[src/rtl/core/wuf_pkg.sv]
// wuf_pkg: shared types and constants for the weighted union-find engine.
// Used by wuf_alu, wuf_ctrl and weighted_union_find. No dependencies.
`default_nettype none

package wuf_pkg;

	localparam int SITE_W    = 10;            // width of a site index field
	localparam int SETS_W    = 11;            // width of the sets_left field
	localparam int SITE_SPAN = 2 ** SITE_W;   // sites the fields can address
	localparam int SITES_DEF = 1024;

	localparam logic REQ_FIND  = 1'b0;
	localparam logic REQ_UNION = 1'b1;

	typedef struct packed {
		logic              req_type;
		logic [SITE_W-1:0] site_p;
		logic [SITE_W-1:0] site_q;
	} req_t;

	typedef struct packed {
		logic [SITE_W-1:0] result_root;
		logic              merged;
		logic [SETS_W-1:0] sets_left;
	} rsp_t;

	typedef enum logic {
		ALU_SUB,
		ALU_ADD
	} alu_op_t;

endpackage

`default_nettype wire

[src/rtl/core/wuf_alu.sv]
// wuf_alu: the shared add / subtract-compare unit of the union-find engine.
// Depends on wuf_pkg for the operation code.
`default_nettype none

module wuf_alu #(
	parameter int DW = 11
) (
	input  wire wuf_pkg::alu_op_t op,
	input  wire logic [DW-1:0]    a,
	input  wire logic [DW-1:0]    b,
	output logic [DW:0]           res,
	output logic                  eq,
	output logic                  lt
);
	import wuf_pkg::*;

	logic [DW:0] diff;
	logic [DW:0] sum;

	assign diff = {1'b0, a} - {1'b0, b};
	assign sum  = {1'b0, a} + {1'b0, b};
	assign lt   = diff[DW];
	assign eq   = (diff == '0);

	always_comb begin
		case (op)
			ALU_ADD: res = sum;
			ALU_SUB: res = diff;
			default: res = diff;
		endcase
	end

endmodule

`default_nettype wire

[config.mk]
export PLATFORM = sky130hd
export DESIGN_NAME = wuf_alu
export DESIGN_NICKNAME = d
export VERILOG_FILES = /design/src/rtl/core/wuf_pkg.sv /design/src/rtl/core/wuf_alu.sv
export SDC_FILE = /design/constraint.sdc
export NUM_CORES = 1
export LEC_CHECK = 0
export BUFFER_PORTS_ARGS = -buffer_cell sky130_fd_sc_hd__buf_2
export CORE_MARGIN = 4
export CORE_UTILIZATION = 40
export DETAILED_ROUTE_END_ITERATION = 12
export GPL_ROUTABILITY_DRIVEN = 0
export GPL_TIMING_DRIVEN = 0
export PLACE_DENSITY = 0.63
export SLEW_MARGIN = 20
export SYNTH_ARGS = -nofsm -noshare
export SYNTH_HDL_FRONTEND = slang
export SYNTH_SLANG_ARGS = --single-unit
[constraint.sdc]
create_clock -name vclk -period 5.2
set_input_delay 1.04 -clock vclk [all_inputs]
set_output_delay 1.04 -clock vclk [all_outputs]
set_load 0.01 [all_outputs]
# [Yosys cells after proc, flatten, opt, wreduce, memory -nomap -nowiden]
# Index checks and enable logic that the tools add are counted.
# Widths: inputs -> output; s select.
[word_totals] register_bits=0 inputBits=23 out_inout_bits=14 word_cells=5
[op_classes] n_addsub=2 muxes=1 bitwise_logic=1 reduce_logical=1
[ops] operator="$pmux 12 s2" count=1
[ops] operator="$add 11x11->12" count=1
[ops] operator="$logic_not 12->1" count=1
[ops] operator="$sub 11x11->12" count=1
[ops] operator="$not 1->1" count=1

# [Depth between registers and ports, before layout]
[depth] ltp_word=2 mapped_depth=10 ltp_nobuf=10

# [Worst setup path after synthesis]
# OpenSTA, ideal clock, no wires.
[synth_timing] path_kind="input to output" from="input a[0]" to="output eq" arrival_ps=2868 setup_slack_ps=1292 path_stages=10 n_path_buf=0 path_cell_list="inv_1 ha_1 inv_1 fa_1 a21o_4 a221oi_4 nor4b_1 a31oi_1 o211ai_1 nor4_2"
[synth_between] elab_chain_len=2
[synth_rtl] item="start, declared" line="wuf_alu.sv:9" source="input wire logic [DW-1:0] a,"
[synth_rtl] item="$sub 11x11->12" line="wuf_alu.sv:20" source="assign diff = {1'b0, a} - {1'b0, b};"
[synth_rtl] item="$logic_not 12->1" line="wuf_alu.sv:23" source="assign eq = (diff == '0);"
[synth_rtl] item="end, declared" line="wuf_alu.sv:12" source="output logic eq,"
# No other way between the ends.

# [Worst setup path after layout]
# Same ends and word-level chain as after synthesis.

==> impl_metrics.toml <==
[outcome]
status = "finished clean"

[power_and_ir_drop]
p_per_area_nw_per_um2 = 128
irDropWorstVdd_mv = 0.0615
power_leakage_nw = 0.772

[grt]
track_usage = 0.155
first_global_vias = 1227
grt_pass1_wl_um = 5480
antenna_found_initial = 0
grt_max_degree = 11
grt.overflow.total = 0

[timing]
slew_viol_final = 0
worst_slew_pin_slew_ns = 0.550
rsz0062_at_grt = "no"
tns_ns = 0
relSlewSlack = 0.633
fin_crit_sh = 0.814
setup_viol = 0
fin_ws_ns = 0.968
max_freq_ghz = 0.236
fin_crit_ns = 4.23
hold_viol = 0

[synthesis]
synth.distinct_cells = 52
synth_compound_area_frac = 0.351
synth-adder-area-share = 0.249
avgSynthCellArea_um2 = 7.69
synth_cells = 165
syn_nets = 212
yosysSeqAreaShare = 0
synth_top_family_by_area = "compound AO/OA/AOI/OAI gates"
synth.mux.area_fraction = 0.0316
synth_xor_area_frac = 0.0888
synthesis.area_um2 = 1270
yosys.area_share.simple = 0.161
synth_warnings = 0

[min_path]
hp-class = "primary input to output port"

[clock_network]
hold_buffers = 0
cts_setup_buffers = 0
post_cts_resize_count = 0

[cells_and_area]
area_growth_syn_to_layout_pct = 18.9
seq_cell_count = 0
layout_commonest_cell = "buf_2"
clock_buffers = 0
num_antenna_cells = 0
multi_input_area_um2 = 1120
drive_gt1_frac = 0.272
final_cell_mix = "buf_2 (38), inv_1 (22), ha_1 (22)"
final_nets = 251
post-route-util = 0.494
seq_area_um2 = 0
fillCellCount = 316

[critical_path]
start_kind = "primary input"
path_cells = "buf_2 -> inv_1 -> ha_1 -> inv_1 -> fa_1 -> a21o_4 -> a221oi_4 -> nor4b_1 -> a31oi_1 -> o211ai_1 -> nor4_2 -> buf_2"
endpoint_kind = "output port"
critical_path_class = "primary input to output port"
worstPathMaxFanout = 4
cp.required_ns = 4.16
cp_data_arrival_time_ns = 3.19
cpPeakStageDelay_ns = 0.43
cp_slowest_cell = "fa_1"

[detailed_routing]
wire_per_inst_um = 13.0
dr.pass1.iters = 4
detail-route-antenna-nets = 0
finalWirelength_um = 3190
drtIter0Drc = 60
drc = 0
via_per_inst = 5.29
vias = 1301

[placed_design]
dp_hpwl_um = 2710
dp_slack_ns = 0.971
io_buffers = 37

[floorplanning]
die_w_um = 64.3
die_area_um2 = 4140
rows = 20
pin_count = 37
start_util = 0.416
core_um2 = 3050
die_h_um = 64.3

[run]
maxCapViolations = 0
-- worst max-delay path, delay by kind of cell --
kind	cells	cell delay (ns)
AOI/OAI and AO/OA	4	0.83
and+or+nand+nor	2	0.35
adders and majority gates	2	0.59
buffers and inverters	4	0.39
-- through the flow --
| step | instances | total power [mW] | area [µm²] | hold slack, ns |
|---|---|---|---|---|
| global route | 246 | 0.217 | 1510 | 2.49 |
| global placement | 246 | 0.191 | 1510 | 2.46 |
| floorplan | 165 | 0.139 | 1270 | 2.24 |
| detailed placement | 246 | 0.194 | 1510 | 2.46 |
| finish | 246 | 0.194 | 1510 | 2.47 |
| CTS | 246 | 0.195 | 1510 | 2.46 |
-- routing by layer --
layer  GRT usage  wire length [µm]
met3     0.00703               123
met2       0.295              1650
met4           0                 0
met1       0.203              1410
met5           0                 0
-- final timing paths --
| check | startpoint | slack [ns] | endpoint | depth (start not counted) |
|---|---|---|---|---|
| setup / recovery | a[0] | 0.97 | eq | 12 |
| hold / removal | b[0] | 2.47 | res[0] | 4 |
-- cells in the mapped netlist, drive strengths merged (3+ instances only) --
library cell	instances	area, µm²
a21oi	11	58.8
nand2	8	30.0
a21o	7	60.1
a31oi	5	31.3
nor2	7	26.3
xnor2	10	95.1
buf	7	61.3
and2	4	25.0
o21bai	5	37.5
inv	22	82.6
o21ai	9	48.8
ha	22	275
o211ai	3	22.5
mux2i	4	40.0
o2111ai	3	26.3
-- final cells by class --
| class | instances | share of cell area |
|---|---|---|
| Inverter | 23 | 0.0572 |
| Buffer | 8 | 0.0431 |
| Multi-Input combinational cell | 134 | 0.740 |
| Tap cell | 44 | 0.0365 |
| Timing Repair Buffer | 37 | 0.123 |
-- where the power goes --
part           switching (mW)  internal, mW  total (mW)
Combinational           0.105        0.0883       0.194
Sequential                  0             0           0
Clock                       0             0           0
Total                   0.105        0.0883       0.194
-- cells by family (layout without fill, tap and decap cells) --
family                   Yosys count  count (layout)
AO/OA/AOI/OAI                     59              59
adder cells (fa/ha/maj)           24              24
multiplexers                       4               4
buffers and inverters             31              68
AND/OR/NAND/NOR                   35              35
XOR/XNOR                          12              12
No activity file was read; power rests on OpenSTA's default activity.
