**config.mk**
```make
export PLATFORM = sky130hd
export DESIGN_NAME = wuf_ctrl
export DESIGN_NICKNAME = d
export VERILOG_FILES = /design/src/rtl/core/wuf_pkg.sv /design/src/rtl/core/wuf_ctrl.sv
export SDC_FILE = /design/constraint.sdc
export NUM_CORES = 1
export LEC_CHECK = 0
export BUFFER_PORTS_ARGS = -buffer_cell sky130_fd_sc_hd__buf_4
export CORE_ASPECT_RATIO = 0.5
export CORE_MARGIN = 2
export CORE_UTILIZATION = 40
export DETAILED_ROUTE_END_ITERATION = 16
export PLACE_DENSITY = 0.61
export SETUP_SLACK_MARGIN = 0.3
export SYNTH_ARGS = -nofsm -noshare
export SYNTH_HDL_FRONTEND = slang
export SYNTH_SLANG_ARGS = --single-unit
```
**constraint.sdc**
```tcl
create_clock -name clk -period 5.45 [get_ports clk]
set_clock_uncertainty 0.1 [all_clocks]
set_input_delay 0.2725 -clock clk [delete_from_list [all_inputs] [get_ports clk]]
set_output_delay 0.2725 -clock clk [all_outputs]
set_load 0.01 [all_outputs]
```
**src/rtl/core/wuf_pkg.sv**
```systemverilog
// wuf_pkg: shared types and constants for the weighted union-find engine.
// Used by wuf_alu, wuf_ctrl and weighted_union_find. No dependencies.
`default_nettype none

package wuf_pkg;

	localparam int SITE_W    = 10;            // width of a site index field
	localparam int SETS_W    = 11;            // width of the sets_left field
	localparam int SITE_SPAN = 2 ** SITE_W;   // sites the fields can address
	localparam int SITES_DEF = 1024;

	localparam logic REQ_FIND  = 1'b0;
	localparam logic REQ_UNION = 1'b1;

	typedef struct packed {
		logic              req_type;
		logic [SITE_W-1:0] site_p;
		logic [SITE_W-1:0] site_q;
	} req_t;

	typedef struct packed {
		logic [SITE_W-1:0] result_root;
		logic              merged;
		logic [SETS_W-1:0] sets_left;
	} rsp_t;

	typedef enum logic {
		ALU_SUB,
		ALU_ADD
	} alu_op_t;

endpackage

`default_nettype wire

```
**src/rtl/core/wuf_ctrl.sv**
```systemverilog
// wuf_ctrl: sequencer of the union-find engine - clearing pass, root walks,
// weighted link, path flattening and the result register.
// Depends on wuf_pkg; drives wuf_store and wuf_alu.
`default_nettype none

module wuf_ctrl #(
	parameter int SITES = wuf_pkg::SITES_DEF,
	localparam int DEPTH = (SITES < wuf_pkg::SITE_SPAN) ? SITES : wuf_pkg::SITE_SPAN,
	localparam int AW = $clog2(DEPTH),
	localparam int WW = $clog2(DEPTH + 1),
	localparam int DW = (AW > WW) ? AW : WW,
	localparam int SW = $clog2(SITES + 1)
) (
	input  wire logic             clk,
	input  wire logic             arst_n,
	input  wire logic             req_valid,
	output logic                  req_ready,
	input  wire wuf_pkg::req_t    req,
	output logic                  rsp_valid,
	input  wire logic             rsp_ready,
	output wuf_pkg::rsp_t         rsp,
	output logic [AW-1:0]         rd_addr,
	output logic                  par_we,
	output logic [AW-1:0]         par_wa,
	output logic [AW-1:0]         par_wd,
	output logic                  wt_we,
	output logic [AW-1:0]         wt_wa,
	output logic [WW-1:0]         wt_wd,
	input  wire logic [AW-1:0]    par_rd,
	input  wire logic [WW-1:0]    wt_rd,
	output wuf_pkg::alu_op_t      alu_op,
	output logic [DW-1:0]         alu_a,
	output logic [DW-1:0]         alu_b,
	input  wire logic [DW:0]      alu_res,
	input  wire logic             alu_eq,
	input  wire logic             alu_lt
);
	import wuf_pkg::*;

	typedef enum logic [3:0] {
		ST_CLEAR,
		ST_IDLE,
		ST_WALK_P,
		ST_WALK_Q,
		ST_ROOTS,
		ST_WT_P,
		ST_WT_Q,
		ST_WCMP,
		ST_LINK,
		ST_FLAT_P,
		ST_FLAT_Q,
		ST_FINISH
	} state_t;

	state_t        state_q;
	logic [AW-1:0] clr_q;
	logic          kind_q;
	logic [AW-1:0] p_q, q_q, node_q, rp_q, rq_q, root_q, child_q, res_root_q;
	logic [WW-1:0] wp_q, wq_q;
	logic [SW-1:0] sets_q;
	logic          merged_q;
	logic          rsp_valid_q;
	rsp_t          rsp_q;
	logic          out_free;
	logic          bad_req;

	assign req_ready = (state_q == ST_IDLE);
	assign rsp_valid = rsp_valid_q;
	assign rsp       = rsp_q;
	assign out_free  = !rsp_valid_q || rsp_ready;

	// a request naming a site at or above SITES is answered with root 0 and no merge
	assign bad_req = (32'(req.site_p) >= 32'(SITES)) ||
		((req.req_type == REQ_UNION) && (32'(req.site_q) >= 32'(SITES)));

	// shared unit operands
	always_comb begin
		alu_op = ALU_SUB;
		alu_a  = '0;
		alu_b  = '0;
		case (state_q)
			ST_WALK_P, ST_WALK_Q, ST_FLAT_P, ST_FLAT_Q: begin
				alu_a = DW'(par_rd);
				alu_b = DW'(node_q);
			end
			ST_ROOTS: begin
				alu_a = DW'(rp_q);
				alu_b = DW'(rq_q);
			end
			ST_WCMP: begin
				alu_a = DW'(wp_q);
				alu_b = DW'(wq_q);
			end
			ST_LINK: begin
				alu_op = ALU_ADD;
				alu_a  = DW'(wp_q);
				alu_b  = DW'(wq_q);
			end
			default: begin
				alu_op = ALU_SUB;
			end
		endcase
	end

	// memory ports
	always_comb begin
		rd_addr = node_q;
		par_we  = 1'b0;
		par_wa  = node_q;
		par_wd  = root_q;
		wt_we   = 1'b0;
		wt_wa   = root_q;
		wt_wd   = WW'(alu_res);
		case (state_q)
			ST_CLEAR: begin
				par_we = 1'b1;
				par_wa = clr_q;
				par_wd = clr_q;
				wt_we  = 1'b1;
				wt_wa  = clr_q;
				wt_wd  = WW'(1);
			end
			ST_IDLE: begin
				rd_addr = req.site_p[AW-1:0];
			end
			ST_WALK_P: begin
				rd_addr = alu_eq ? q_q : par_rd;
			end
			ST_WALK_Q: begin
				rd_addr = par_rd;
			end
			ST_ROOTS: begin
				rd_addr = rp_q;
			end
			ST_WT_P: begin
				rd_addr = rq_q;
			end
			ST_LINK: begin
				rd_addr = p_q;
				par_we  = 1'b1;
				par_wa  = child_q;
				par_wd  = root_q;
				wt_we   = 1'b1;
				wt_wa   = root_q;
			end
			ST_FLAT_P: begin
				rd_addr = alu_eq ? q_q : par_rd;
				par_we  = !alu_eq;
			end
			ST_FLAT_Q: begin
				rd_addr = par_rd;
				par_we  = !alu_eq;
			end
			default: begin
				rd_addr = node_q;
			end
		endcase
	end

	always_ff @(posedge clk or negedge arst_n) begin
		if (!arst_n) begin
			state_q     <= ST_CLEAR;
			clr_q       <= '0;
			sets_q      <= SW'(SITES);
			rsp_valid_q <= 1'b0;
		end else begin
			// in ST_FINISH the result register is handled below
			if (rsp_valid_q && rsp_ready && (state_q != ST_FINISH)) begin
				rsp_valid_q <= 1'b0;
			end
			case (state_q)
				ST_CLEAR: begin
					clr_q <= clr_q + 1'b1;
					if (clr_q == AW'(DEPTH - 1)) begin
						state_q <= ST_IDLE;
					end
				end
				ST_IDLE: begin
					if (req_valid) begin
						kind_q     <= req.req_type;
						p_q        <= req.site_p[AW-1:0];
						q_q        <= req.site_q[AW-1:0];
						node_q     <= req.site_p[AW-1:0];
						merged_q   <= 1'b0;
						res_root_q <= '0;
						state_q    <= bad_req ? ST_FINISH : ST_WALK_P;
					end
				end
				ST_WALK_P: begin
					if (alu_eq) begin
						rp_q       <= node_q;
						res_root_q <= node_q;
						node_q     <= q_q;
						state_q    <= (kind_q == REQ_UNION) ? ST_WALK_Q : ST_FINISH;
					end else begin
						node_q <= par_rd;
					end
				end
				ST_WALK_Q: begin
					if (alu_eq) begin
						rq_q    <= node_q;
						state_q <= ST_ROOTS;
					end else begin
						node_q <= par_rd;
					end
				end
				ST_ROOTS: begin
					// same set: result is the common root, nothing changes
					state_q <= alu_eq ? ST_FINISH : ST_WT_P;
				end
				ST_WT_P: begin
					wp_q    <= wt_rd;
					state_q <= ST_WT_Q;
				end
				ST_WT_Q: begin
					wq_q    <= wt_rd;
					state_q <= ST_WCMP;
				end
				ST_WCMP: begin
					// ties keep p's root
					if (alu_lt) begin
						root_q  <= rq_q;
						child_q <= rp_q;
					end else begin
						root_q  <= rp_q;
						child_q <= rq_q;
					end
					state_q <= ST_LINK;
				end
				ST_LINK: begin
					sets_q     <= sets_q - 1'b1;
					merged_q   <= 1'b1;
					res_root_q <= root_q;
					node_q     <= p_q;
					state_q    <= ST_FLAT_P;
				end
				ST_FLAT_P: begin
					if (alu_eq) begin
						node_q  <= q_q;
						state_q <= ST_FLAT_Q;
					end else begin
						node_q <= par_rd;
					end
				end
				ST_FLAT_Q: begin
					if (alu_eq) begin
						state_q <= ST_FINISH;
					end else begin
						node_q <= par_rd;
					end
				end
				ST_FINISH: begin
					if (out_free) begin
						rsp_valid_q       <= 1'b1;
						rsp_q.result_root <= SITE_W'(res_root_q);
						rsp_q.merged      <= merged_q;
						rsp_q.sets_left   <= SETS_W'(sets_q);
						state_q           <= ST_IDLE;
					end
				end
				default: begin
					state_q <= ST_IDLE;
				end
			endcase
		end
	end

endmodule

`default_nettype wire

```
Word level (Yosys, flattened, before mapping)
Index checks and enable logic that the tools add are counted.
{"block": "word_totals", "regBits": 152, "inputBits": 60, "output_inout_bits": 100, "wordCells": 101}
{"block": "classes", "add_sub_neg": 2, "n_eq_ne": 21, "mux": 33, "reduce_logical": 26}
{"operator": "$mux 10", "n": 8}
{"operator": "$pmux 11 s3", "n": 2}
{"operator": "$pmux 10 s6", "n": 1}
{"operator": "$pmux 4 s12", "n": 1}
{"operator": "$pmux 10 s4", "n": 1}
{"operator": "$mux 4", "n": 9}
{"operator": "$pmux 10 s3", "n": 1}
{"operator": "$pmux 10 s2", "n": 1}
{"operator": "$eq 4x3->1 const B", "n": 4}
{"operator": "$eq 4x4->1 const B", "n": 4}
{"operator": "$ne 2x2->1 const B", "n": 8}
{"operator": "$reduce_and 3->1", "n": 5}
{"operator": "$mux 11", "n": 1}
{"operator": "$sub 11x1->11 const B", "n": 1}
{"operator": "$add 10x1->10 const B", "n": 1}
{"operator": "$eq 10x10->1 const B", "n": 1}
{"operator": "$reduce_or 2->1", "n": 5}
{"operator": "$eq 4x2->1 const B", "n": 2}
{"operator": "$reduce_and 4->1", "n": 2}
{"operator": "$reduce_and 7->1", "n": 1}
{"operator": "$mux 1", "n": 6}
{"operator": "$reduce_and 2->1", "n": 3}
{"operator": "$eq 4x1->1 const B", "n": 1}
{"operator": "$logic_not 4->1", "n": 1}
{"operator": "9 further kinds", "n": 12}

Logic depth before layout (Yosys ltp)
Gate-level depths: netlist (run 1).
{"block": "logic_depth", "ltp_word": 5, "mapped_depth": 8, "ltp_nobuf": 6}

Worst setup path after synthesis (run 1)
Ideal clock, no wire load.
{"block": "synth_timing", "path_kind": "register to register", "startpoint": "register state_q[0]", "endpoint": "register node_q[0] (enable)", "setup_time_ns": 0.434, "arrival_ns": 2.685, "required_time_ns": 4.916, "slack_ns": 2.231, "path_stages_with_launch": 7, "path_buffers": 3, "period_less_slack_ns": 3.219, "path_cell_list": "dfrtp_1 buf_6 buf_6 buf_2 a21oi_1 a21oi_1 a2111oi_0"}
{"block": "synth_via", "elab_chain_cells": 4, "word_cells_on_any_way": 12, "classes_between": "eq/ne: 8; reduce/logical: 4"}
{"element": "start, declared", "line": "wuf_ctrl.sv:55", "rtl": "state_t state_q;"}
{"element": "start signal, assigned", "line": "wuf_ctrl.sv:186", "rtl": "state_q <= bad_req ? ST_FINISH : ST_WALK_P;"}
{"element": "start signal, assigned", "line": "wuf_ctrl.sv:194", "rtl": "state_q <= (kind_q == REQ_UNION) ? ST_WALK_Q : ST_FINISH;"}
{"element": "start signal, assigned", "line": "wuf_ctrl.sv:209", "rtl": "state_q <= alu_eq ? ST_FINISH : ST_WT_P;"}
{"element": "$eq 4x4->1 / $eq 4x2->1 (equally long branches)", "line": "wuf_ctrl.sv:171", "rtl": "case (state_q)"}
{"element": "$reduce_or 2->1 (no source line)"}
{"element": "$ne 2x2->1 (no source line) / $reduce_bool 4->1 (equally long branches)"}
{"element": "$reduce_and 4->1 (no source line) (*)"}
{"element": "end signal, assigned", "line": "wuf_ctrl.sv:183", "rtl": "node_q <= req.site_p[AW-1:0];"}
{"element": "end signal, assigned", "line": "wuf_ctrl.sv:193", "rtl": "node_q <= q_q;"}
{"element": "end signal, assigned", "line": "wuf_ctrl.sv:196", "rtl": "node_q <= par_rd;"}
{"element": "end, declared", "line": "wuf_ctrl.sv:58", "rtl": "logic [AW-1:0] p_q, q_q, node_q, rp_q, rq_q, root_q, child_q, res_root_q;"}
Mark *: on every way between the ends. The rest lies on a longest branch, timed or not.
A chain may end at the register's enable or synchronous reset.

Worst setup path in the final report (run 1)
{"block": "layout_timing", "startpoint": "register state_q[3]", "endpoint": "output rd_addr[1]"}
{"block": "layout_via", "elab_chain_cells": 3, "word_cells_on_any_way": 11, "classes_between": "eq/ne: 8; mux: 1; reduce/logical: 2"}
{"element": "$eq 4x4->1 / $eq 4x2->1 (equally long branches)", "line": "wuf_ctrl.sv:114", "rtl": "case (state_q)"}
{"element": "$reduce_or 2->1 (no source line)"}
{"element": "$pmux 10 s6 (*)", "line": "wuf_ctrl.sv:114"}
{"element": "end, declared", "line": "wuf_ctrl.sv:22", "rtl": "output logic [AW-1:0] rd_addr,"}
Marks and branches as above.

==> results of run 1 <==
[cells in the mapped netlist, types with 5 or more instances]
library cell | number | area [sq um]
a22o_1 | 10 | 87.6
nand2_1 | 84 | 315
dfrtp_1 | 25 | 626
nor4_1 | 5 | 31.3
inv_1 | 27 | 101
a222oi_1 | 20 | 200
buf_4 | 13 | 97.6
xnor2_1 | 14 | 123
nand4_1 | 5 | 31.3
edfxtp_1 | 126 | 3780
nand2b_1 | 8 | 50.1
a21oi_1 | 9 | 45.0
mux2_2 | 22 | 248
nor2b_1 | 11 | 68.8
o21ai_0 | 15 | 75.1
and2_1 | 12 | 75.1
xor2_1 | 5 | 43.8
nor2_1 | 16 | 60.1
a22oi_1 | 31 | 233
clkbuf_1 | 16 | 60.1
buf_2 | 14 | 70.1
a41oi_1 | 8 | 70.1
o311ai_0 | 8 | 70.1
[state kept, by name (all words and copies together) (netlist names), 10 cells and up]
| name | flops |
|---|---|
| child_q | 10 |
| sets_q | 11 |
| wq_q | 11 |
| rq_q | 10 |
| clr_q | 10 |
| q_q | 10 |
| rp_q | 10 |
| rsp | 22 |
| node_q | 10 |
| root_q | 10 |
| res_root_q | 10 |
| wp_q | 11 |
| p_q | 10 |
[logic make-up (layout without fill, tap and decap cells)]
logic type                 count (synthesis)  count (layout)  synth area share (%)
and+or+nand+nor                          171             171                  12.3
buffers and inverters                     77             266                  5.39
xor gates and xnor gates                  19              19                  2.33
adders and majority gates                  2               2                 0.350
AOI/OAI and AO/OA                        123             123                  13.6
muxes                                     26              26                  4.04
DFF                                      152             152                  62.0
[routing by layer]
layer / vias up / routed length [microns] / global-route usage (%)
li1: 2503 / - / -
met1: 2609 / 8930 / 31.0
met2: 289 / 8310 / 30.8
met3: 25 / 1770 / 4.20
met4: 0 / 315 / 6.82
met5: - / 0 / 0
[power breakdown]
| part | total [W] | internal (W) | switching (W) |
|---|---|---|---|
| Sequential | 0.00177 | 0.00152 | 0.000251 |
| Combinational | 0.00201 | 0.000914 | 0.00110 |
| Clock | 0.00122 | 0.000728 | 0.000492 |
[final cells by class]
| class | instances | area share, % |
|---|---|---|
| Timing Repair Buffer | 207 | 17.3 |
| Clock inverter | 13 | 1.78 |
| Inverter | 27 | 1.07 |
| Tap cell | 234 | 3.09 |
| Multi-Input combinational cell | 341 | 25.4 |
| Sequential cell | 152 | 46.8 |
| Clock buffer | 19 | 4.57 |
[per-stage QoR]
step	hold slack [ns]	worst slack (ns)	area [sq um]
after CTS	0.0751	1.65	9480
after global routing	0.155	1.47	9480
after floorplan	-0.123	2.23	7150
after detailed placement	0.122	2.13	8550
after global placement	0.123	2.16	8550
final	0.0826	1.57	9480
[critical path, delay by kind of cell, from the launching register on]
kind	cells	cell delay, ns
AOI/OAI and AO/OA	3	1.72
DFF	1	0.95
buffers and inverters	2	0.41
[final timing paths]
path	to	depth (start not counted)	slack [ns]	from
max	rd_addr[1]	5	1.57	state_q[3]
min in group asynchronous	state_q[2]	2	0.23	arst_n
min	rsp_valid	3	0.08	rsp_ready
min reg2reg	rsp[12]	0	0.32	res_root_q[0]
max reg2reg	res_root_q[0]	5	2.36	state_q[3]
max in group asynchronous	sets_q[10]	2	4.69	arst_n
==> metrics, run 1 <==
Ant. Diodes 0; global-route wire length before repair 30.0 mm; Hold Path Class in2reg; grt total ovfl 0; setup violators final 0; final hold vios 0; Worst path slowest cell a211oi_1; Post-Syn Instances 570; Rel. slew slack about an eighth; Pre-Repair DR Iteration Count 7; CP Class reg2out; routability cong. between 0.8 and 0.9; final wirelength 19.3 mm; Layout Utilization 54.4%; max cap viols 0; Power, Total approximately 0.005 W; largest net degree at the start of global routing 38; CP required 5.08 ns; Tot GR Track Use 20.9%; area of the multi-input gates approximately 0.0024 sq mm; Post-DP HPWL 13.3 mm; post-synthesis register bit count 152; DRC viols 0; outcome finished clean; Post-CTS Setup Repair Bufs 0; crit-path max FO 26; final-stage net count 808; asr flop ratio synth 17.1%; Synth Warn # 0; CP startpoint kind flip-flop; initial antenna violation count 0; placed insts 928; vias in the first global route 5252; Clock transition at path regs 0.06 ns; leakage 3.77 nW; crit path time final around 3.9 ns; Die X 193 microns; via count 5426; Top Ports 160; commonest non-fill, non-tap cells in the layout 174 x buf_4, 126 x edfxtp_1, 84 x nand2_1, 33 x dlygate4sd3_1, 31 x a22oi_1; WL per Instance 19.5 microns; row cnt 34; Layout fillers 1515; Std-Cell Core Area 0.0174 sq mm; die area 0.0190 sq mm; unique cell type count in the Yosys netlist 60; commonest non-fill, non-tap cell in the layout buf_4; antenna viol nets, final 0; mean post-synth cell area 12.5 sq um; Initial Utilization 41.0%; CTS tree built; Die H a little under 100 microns; post-synthesis sequential area ratio slightly above 60%; Arrival @ worst endpoint 3.51 ns; Post-Layout Cell Count 993; Reg area 0.00444 sq mm; CP Cell Sequence inv_1, a211oi_1, o21ai_0, a41oi_1, buf_4; setup_tns 0 ns; worst slew pin tran 1.29 ns; Post-Syn Nets 632; power per cell area 528 mW/mm^2; clock sink count 152; DR iter-0 viols 531; CP endpoint kind output pin; hold_buf cts 33; clk buf depth 2; RSZ-0062 raised after global routing no; root buffer cell clkbuf_16; Pins Over Slew Limit 0; H-tree levels 4; worst vdd ir 0.000245 V; Clock Latency Late Sink 0.42 ns; vias per cell 5.46; post-CTS sizing 0; CTS Buf Count 17; number of synthesized flops with an enable pin 126; ys flop type edfxtp_1; P&R area growth vs syn 32.5%; layout cells sized above 1 32.7%; fmax 0.258 GHz; period utilization 71.3%; crit-path max cell delay 1.07 ns; I/O Buffers between 150 and 200; Cell Area, Synth 0.00715 sq mm
(Power assumes the default switching activity.)
==> inputs of run 2 (changes only) <==
--- a/config.mk
+++ b/config.mk
@@ -10,7 +10,7 @@
 export CORE_MARGIN = 2
 export CORE_UTILIZATION = 40
 export DETAILED_ROUTE_END_ITERATION = 16
-export PLACE_DENSITY = 0.61
+export PLACE_DENSITY = 0.63
 export SETUP_SLACK_MARGIN = 0.3
 export SYNTH_ARGS = -nofsm -noshare
 export SYNTH_HDL_FRONTEND = slang
==> constraint.sdc (replaced) <==
create_clock -name clk -period 3.3 [get_ports clk]
set_clock_uncertainty 0.1 [all_clocks]
set_input_delay 0.165 -clock clk [delete_from_list [all_inputs] [get_ports clk]]
set_output_delay 0.165 -clock clk [all_outputs]
set_load 0.01 [all_outputs]
==> metrics, run 2 (synthesized netlist as in run 1, its figures left out) <==
DR iter-0 viols 599 (+13%); via count 5431 (+0.092%); clk buf depth 2 (unchanged); Ant. Diodes 0 (unchanged); crit-path max FO 20 (-23%); Rel. slew slack 59.8% (+46 points); DRC viols 0 (unchanged); root buffer cell clkbuf_16; initial antenna violation count 0 (unchanged); Clock transition at path regs 0.06 ns (about the same); routability cong. 0.885 (+3.3%); WL per Instance 19.7 microns (+1.4%); worst vdd ir 0.000465 V (+90%); RSZ-0062 raised after global routing no; clock sink count 152 (unchanged); H-tree levels 4 (unchanged); Clock power frac 24.1% (-0.3 points); Switching Share 36.8% (about the same); CP Class reg2out; combinational share of power 41.7% (+1.5 points); max reg flops 22 (unchanged); setup violators final 0 (unchanged); Clock Latency Late Sink 0.43 ns (about the same); worst slew pin tran 0.603 ns (-0.689 ns); outcome finished clean; switching pwr 0.00307 W (+67%); commonest non-fill, non-tap cell in the layout buf_4; CP required 3.03 ns (-2.05 ns); Layout Utilization 54.9% (+0.56 points); I/O Buffers 158 (unchanged); crit path time final 2.88 ns; crit-path max cell delay 0.50 ns (-0.57 ns); Std-Cell Core Area 0.0174 sq mm (unchanged); placed insts 935 (+0.75%); max cap viols 0 (unchanged); Post-DP Area 0.00859 sq mm (+0.48%); Die X 193 microns (unchanged); most used cell, CP buf_4; post-route cell area 0.00958 sq mm (+1.0%); grt total ovfl 0 (unchanged); CTS Buf Count 17 (unchanged); vias in the first global route 5084 (-3.2%); final hold vios 0 (unchanged); CP endpoint kind output pin; leakage 3.80 nW (+0.67%); CP Cell Sequence buf_4, nor4bb_1, o21a_2, a22oi_1, a41oi_1, buf_4; die area 0.0190 sq mm (unchanged); Pins Over Slew Limit 0 (unchanged); Worst path slowest cell dfrtp_1; final-stage net count 818 (+1.2%); Hold Path Class in2async; P_int 0.00528 W (+67%); power per cell area 872 mW/mm^2 (+65%); Power, Total 0.00835 W (+67%); CTS tree built; vias per cell 5.41 (-0.91%); Pre-Repair DR Iteration Count 9 (+2); layout cells sized above 1 33.9% (+1.3 points); Post-Layout Cell Count 1003 (+1.0%); fmax 0.347 GHz; Arrival @ worst endpoint 2.61 ns (-0.90 ns); setup_tns 0 ns (unchanged); CP startpoint kind flip-flop; commonest non-fill, non-tap cells in the layout 180 x buf_4, 126 x edfxtp_1, 84 x nand2_1, 34 x dlygate4sd3_1, 31 x a22oi_1; antenna viol nets, final 0 (unchanged); global-route wire length before repair 29.5 mm (-1.6%); period utilization between 80% and 90%; final wirelength 19.8 mm (+2.5%); row cnt 34 (unchanged); Initial Utilization 41.0% (unchanged); sequential power share 34.2% (-1.2 points); Post-DP HPWL 13.3 mm (-0.21%); Tot GR Track Use 20.9% (-0.033 points); Die H 98.6 microns (unchanged); Top Ports 160 (unchanged); largest net degree at the start of global routing 37 (-2.6%); P&R area growth vs syn 33.9%
==> run 2: power groups by stage <==
stage | Sequential [W] | Combinational [W] | Clock [W]
2_1_floorplan | 0.00275 | 0.00202 | 0
3_3_place_gp | 0.00287 | 0.00336 | 0
3_5_place_dp | 0.00288 | 0.00340 | 0
4_1_cts | 0.00284 | 0.00346 | 0.00204
5_1_grt | 0.00289 | 0.00377 | 0.00213
6_report | 0.00286 | 0.00348 | 0.00202
==> run 2: per-stage QoR <==
stage	setup WS [ns]	hold WS, ns
2_1_floorplan	0.477	-0.231
3_3_place_gp	0.573	0.0100
3_5_place_dp	0.546	0.0107
4_1_cts	0.320	0.106
5_1_grt	0.310	0.126
6_report	0.421	0.119
==> run 2: path summary, 6_finish.rpt <==
| path | startpoint | endpoint | slack, ns | cells after the start |
|---|---|---|---|---|
| setup / recovery | state_q[3] | rd_addr[2] | 0.42 | 6 |
| hold / removal | arst_n | state_q[3] | 0.12 | 2 |
| setup reg to reg | state_q[1] | state_q[3] | 0.86 | 5 |
| hold reg to reg | res_root_q[1] | rsp[13] | 0.32 | 0 |
| max in group asynchronous | arst_n | sets_q[10] | 2.65 | 2 |
| min in group clk | alu_eq | state_q[1] | 0.16 | 5 |
==> run 2: routing by layer <==
metal,track usage (%),share of wire (%)
met4,6.24,1.2
met2,29.6,43
met5,0,0
met3,4.31,9.0
met1,32.0,47
==> run 2: repair_timing <==
item	in CTS	in global routing
pin swaps	0	2
resized for setup	3	3
hold buffers	34	0
setup buffers	0	1
endpoints found under the hold margin	72	0
cloned	0	1
endpoints found under the setup margin	19	13
==> run 2: layout make-up <==
type,count,area [sq um]
Clock buffer,19,433
Clock inverter,13,171
Fill cell,1488,7860
Inverter,27,105
Multi-Input combinational cell,341,2410
Sequential cell,152,4440
Tap cell,234,293
Timing Repair Buffer,216,1720
Timing Repair inverter,1,5.00
==> run 2: worst max-delay path, delay by kind of cell (launching register included) <==
| family | cells | cell delay, ns |
|---|---|---|
| DFF | 1 | 0.50 |
| AOI/OAI and AO/OA | 3 | 0.80 |
| buffers and inverters | 2 | 0.48 |
| and+or+nand+nor | 1 | 0.40 |
==> inputs of run 3 (changes only) <==
--- a/config.mk
+++ b/config.mk
@@ -5,12 +5,13 @@
 export SDC_FILE = /design/constraint.sdc
 export NUM_CORES = 1
 export LEC_CHECK = 0
+export ABC_AREA = 1
 export BUFFER_PORTS_ARGS = -buffer_cell sky130_fd_sc_hd__buf_4
 export CORE_ASPECT_RATIO = 0.5
 export CORE_MARGIN = 2
-export CORE_UTILIZATION = 40
+export CORE_UTILIZATION = 49
 export DETAILED_ROUTE_END_ITERATION = 16
-export PLACE_DENSITY = 0.63
+export PLACE_DENSITY = 0.75
 export SETUP_SLACK_MARGIN = 0.3
 export SYNTH_ARGS = -nofsm -noshare
 export SYNTH_HDL_FRONTEND = slang
==> metrics, run 3 <==
outcome finished clean; CP Cell Sequence inv_2, nor2_4, nand2_2, nand2_2, inv_2, nand2_2, nor2_4, nand3_1, nand2_1, buf_4; max cap viols 0 (unchanged); DRC viols 0 (unchanged); final hold vios 0 (unchanged); CP startpoint kind flip-flop; via count 5882 (+8.3%); leakage 4.14 nW (+9.0%); Hold Path Class in2reg; WP buf/inv 3 (+1); crit path time final 2.80 ns (-0.0832 ns); sequential power share 49.6% (+15 points); Initial Utilization 49.9% (+8.9 points); pre-CTS worst setup slack 0.815 ns (+0.268 ns); post-route cell area 0.00944 sq mm (-1.4%); Die X 175 microns (-9.2%); Reg area 0.00444 sq mm (unchanged); period utilization 84.7% (-2.5 points); CP endpoint kind output pin; Synth Warn # 0 (unchanged); Pre-Repair DR Iteration Count 5 (-4); synth cell count leaders 179 x nand2_1, 126 x edfxtp_1, 80 x inv_1; root buffer cell clkbuf_16; final-stage net count 973 (+19%); fin worst setup slack 0.504 ns (+0.0832 ns); most used cell, CP nand2_2; mean post-synth cell area 9.94 sq um (-21%); worst slew pin tran 0.757 ns (+0.155 ns); largest net degree at the start of global routing 41 (+11%); unique cell type count in the Yosys netlist 34 (-43%); area of the multi-input gates 0.00222 sq mm (-7.9%); Power, Total 0.00416 W (-50%); Tot GR Track Use 24.3% (+3.4 points); Switching Share 21.2% (-16 points); top cell type by total area after synthesis edfxtp_1; fmax 0.358 GHz (+3.0%); Arrival @ worst endpoint 2.53 ns (-0.08 ns); number of synthesized flops with an enable pin 126 (unchanged); Die H 89.6 microns (-9.1%); Rel. slew slack 49.3% (-10 points); Post-DP Area 0.00851 sq mm (-0.93%); layout cells sized above 1 25.5% (-8.4 points); setup violators final 0 (unchanged); Pins Over Slew Limit 0 (unchanged); Post-Syn Nets 785 (+24%); Post-Syn Instances 723 (+27%); CTS tree built; I/O Buffers 158 (unchanged); post-synthesis register bit count 152 (unchanged); max reg flops 22 (unchanged); Clock Latency Late Sink 0.42 ns (about the same); asr flop ratio synth 17.1% (unchanged); Post-DP HPWL 13.0 mm (-1.9%); combinational share of power 3.4% (-38 points); global-route wire length before repair 28.7 mm (-2.8%); initial antenna violation count 0 (unchanged); antenna viol nets, final 0 (unchanged); H-tree levels 4 (unchanged); DR iter-0 viols 643 (+7.3%); Worst path slowest cell dfrtp_1; Clock transition at path regs 0.06 ns (about the same); top cell type's share of synthesized area 52.7% (-0.24 points); ys flop type edfxtp_1; CP required 3.03 ns (about the same); post-synthesis sequential area ratio 61.7% (-0.28 points); top post-synthesis cells by area edfxtp_1 53%, nand2_1 9.4%, dfrtp_1 8.7%, inv_1 4.2%, nor2_1 3.4%; setup_tns 0 ns (unchanged); top-count cell post-synth nand2_1; Std-Cell Core Area 0.0144 sq mm (-17%); row cnt 31 (-8.8%); crit-path max FO 14 (-30%); Top Ports 160 (unchanged); power per cell area 441 mW/mm^2 (-49%); vias in the first global route 5535 (+8.9%); Crit path max-delay family simple AND/OR/NAND/NOR gates; worst vdd ir 0.000265 V (-43%); die area 0.0157 sq mm (-17%); Cell Area, Synth 0.00719 sq mm (+0.45%); final wirelength 18.7 mm (-5.4%); CP Class reg2out; P_int 0.00328 W (-38%); routability cong. 0.928 (+4.8%); CTS Buf Count 17 (unchanged); vias per cell 5.24 (-3.2%); P&R area growth vs syn 31.4%; commonest non-fill, non-tap cells in the layout 178 x nand2_1, 168 x buf_4, 126 x edfxtp_1, 80 x inv_1, 65 x nor2_1; Ant. Diodes 0 (unchanged); crit-path max cell delay 0.47 ns (-0.03 ns); grt total ovfl 0 (unchanged); WL per Instance 16.7 microns (-15%); Clock power frac 47.0% (+23 points); switching pwr 0.000883 W (-71%); commonest non-fill, non-tap cell in the layout nand2_1; Layout fillers 1121 (-25%); clock sink count 152 (unchanged); RSZ-0062 raised after global routing no; clk buf depth 2 (unchanged)
==> run 3: kinds of logic (layout without fill, tap and decap cells) <==
group	after synthesis	count (layout)	share of synthesized area, %
and+or+nand+nor	313	313	18.6
DFF	152	152	61.7
adders and majority gates	2	2	0.348
AOI/OAI and AO/OA	118	118	10.2
buffers and inverters	125	326	7.52
xor gates and xnor gates	13	13	1.58
==> run 3: cell type report <==
cell class / instances / area share, %
inverter: 92 / 3.66
multi-input combinational: 446 / 23.5
clock inverter: 14 / 1.72
timing repair buffer: 202 / 17.0
sequential: 152 / 47.0
clock buffer: 18 / 4.54
tap: 198 / 2.62
==> run 3: worst paths after layout <==
check	start	endpoint	slack, ns	cells after the start
worst max-delay path	state_q[1]	rd_addr[9]	0.50	10
worst min-delay path	par_rd[5]	node_q[5]	0.07	4
worst max register to register	state_q[0]	res_root_q[3]	0.97	7
worst min register to register	res_root_q[2]	rsp[14]	0.32	0
max in group asynchronous	arst_n	sets_q[10]	2.69	2
min in group asynchronous	arst_n	sets_q[3]	0.10	2
==> run 3: per-stage QoR <==
| stage | hold slack, ns | std cells | utilization, % |
|---|---|---|---|
| 2_1_floorplan | -0.231 | 723 | - |
| 3_3_place_gp | 0.0128 | 1056 | 59.1 |
| 3_5_place_dp | 0.0151 | 1056 | 59.1 |
| 4_1_cts | 0.0571 | 1122 | 65.6 |
| 5_1_grt | 0.0848 | 1122 | 65.6 |
| 6_report | 0.0691 | 1122 | 65.6 |
==> run 3: power groups by stage <==
stage | Combinational [W] | Clock [W] | Sequential, W
after floorplan | 0.0000324 | 0 | 0.00211
after global placement | 0.000104 | 0 | 0.00211
after detailed placement | 0.000107 | 0 | 0.00211
after CTS | 0.000139 | 0.00198 | 0.00207
after global routing | 0.000155 | 0.00206 | 0.00206
final | 0.000140 | 0.00196 | 0.00207
==> run 3: worst register-to-register path, delay by kind of cell, from the launching register on <==
family | cells | cell delay (ns)
simple gates | 3 | 0.76
flops | 1 | 0.48
buf+inv | 3 | 0.40
compound gates | 1 | 0.28
==> run 3: routing by layer <==
layer / vias up / share of wire [%] / global-route usage [%]
li1: 2797 / - / -
met1: 2770 / 42 / 32.3
met2: 292 / 46 / 39.5
met3: 23 / 9.9 / 6.31
met4: 0 / 1.7 / 8.26
met5: - / 0 / 0
==> run 3: repair_timing <==
item / 4_1_cts / 5_1_grt
gates resized for setup: 0 / 1
setup buffers: 0 / 0
setup endpoints to repair: 0 / 17
hold buffers: 34 / 0
endpoints found under the hold margin: 74 / 0
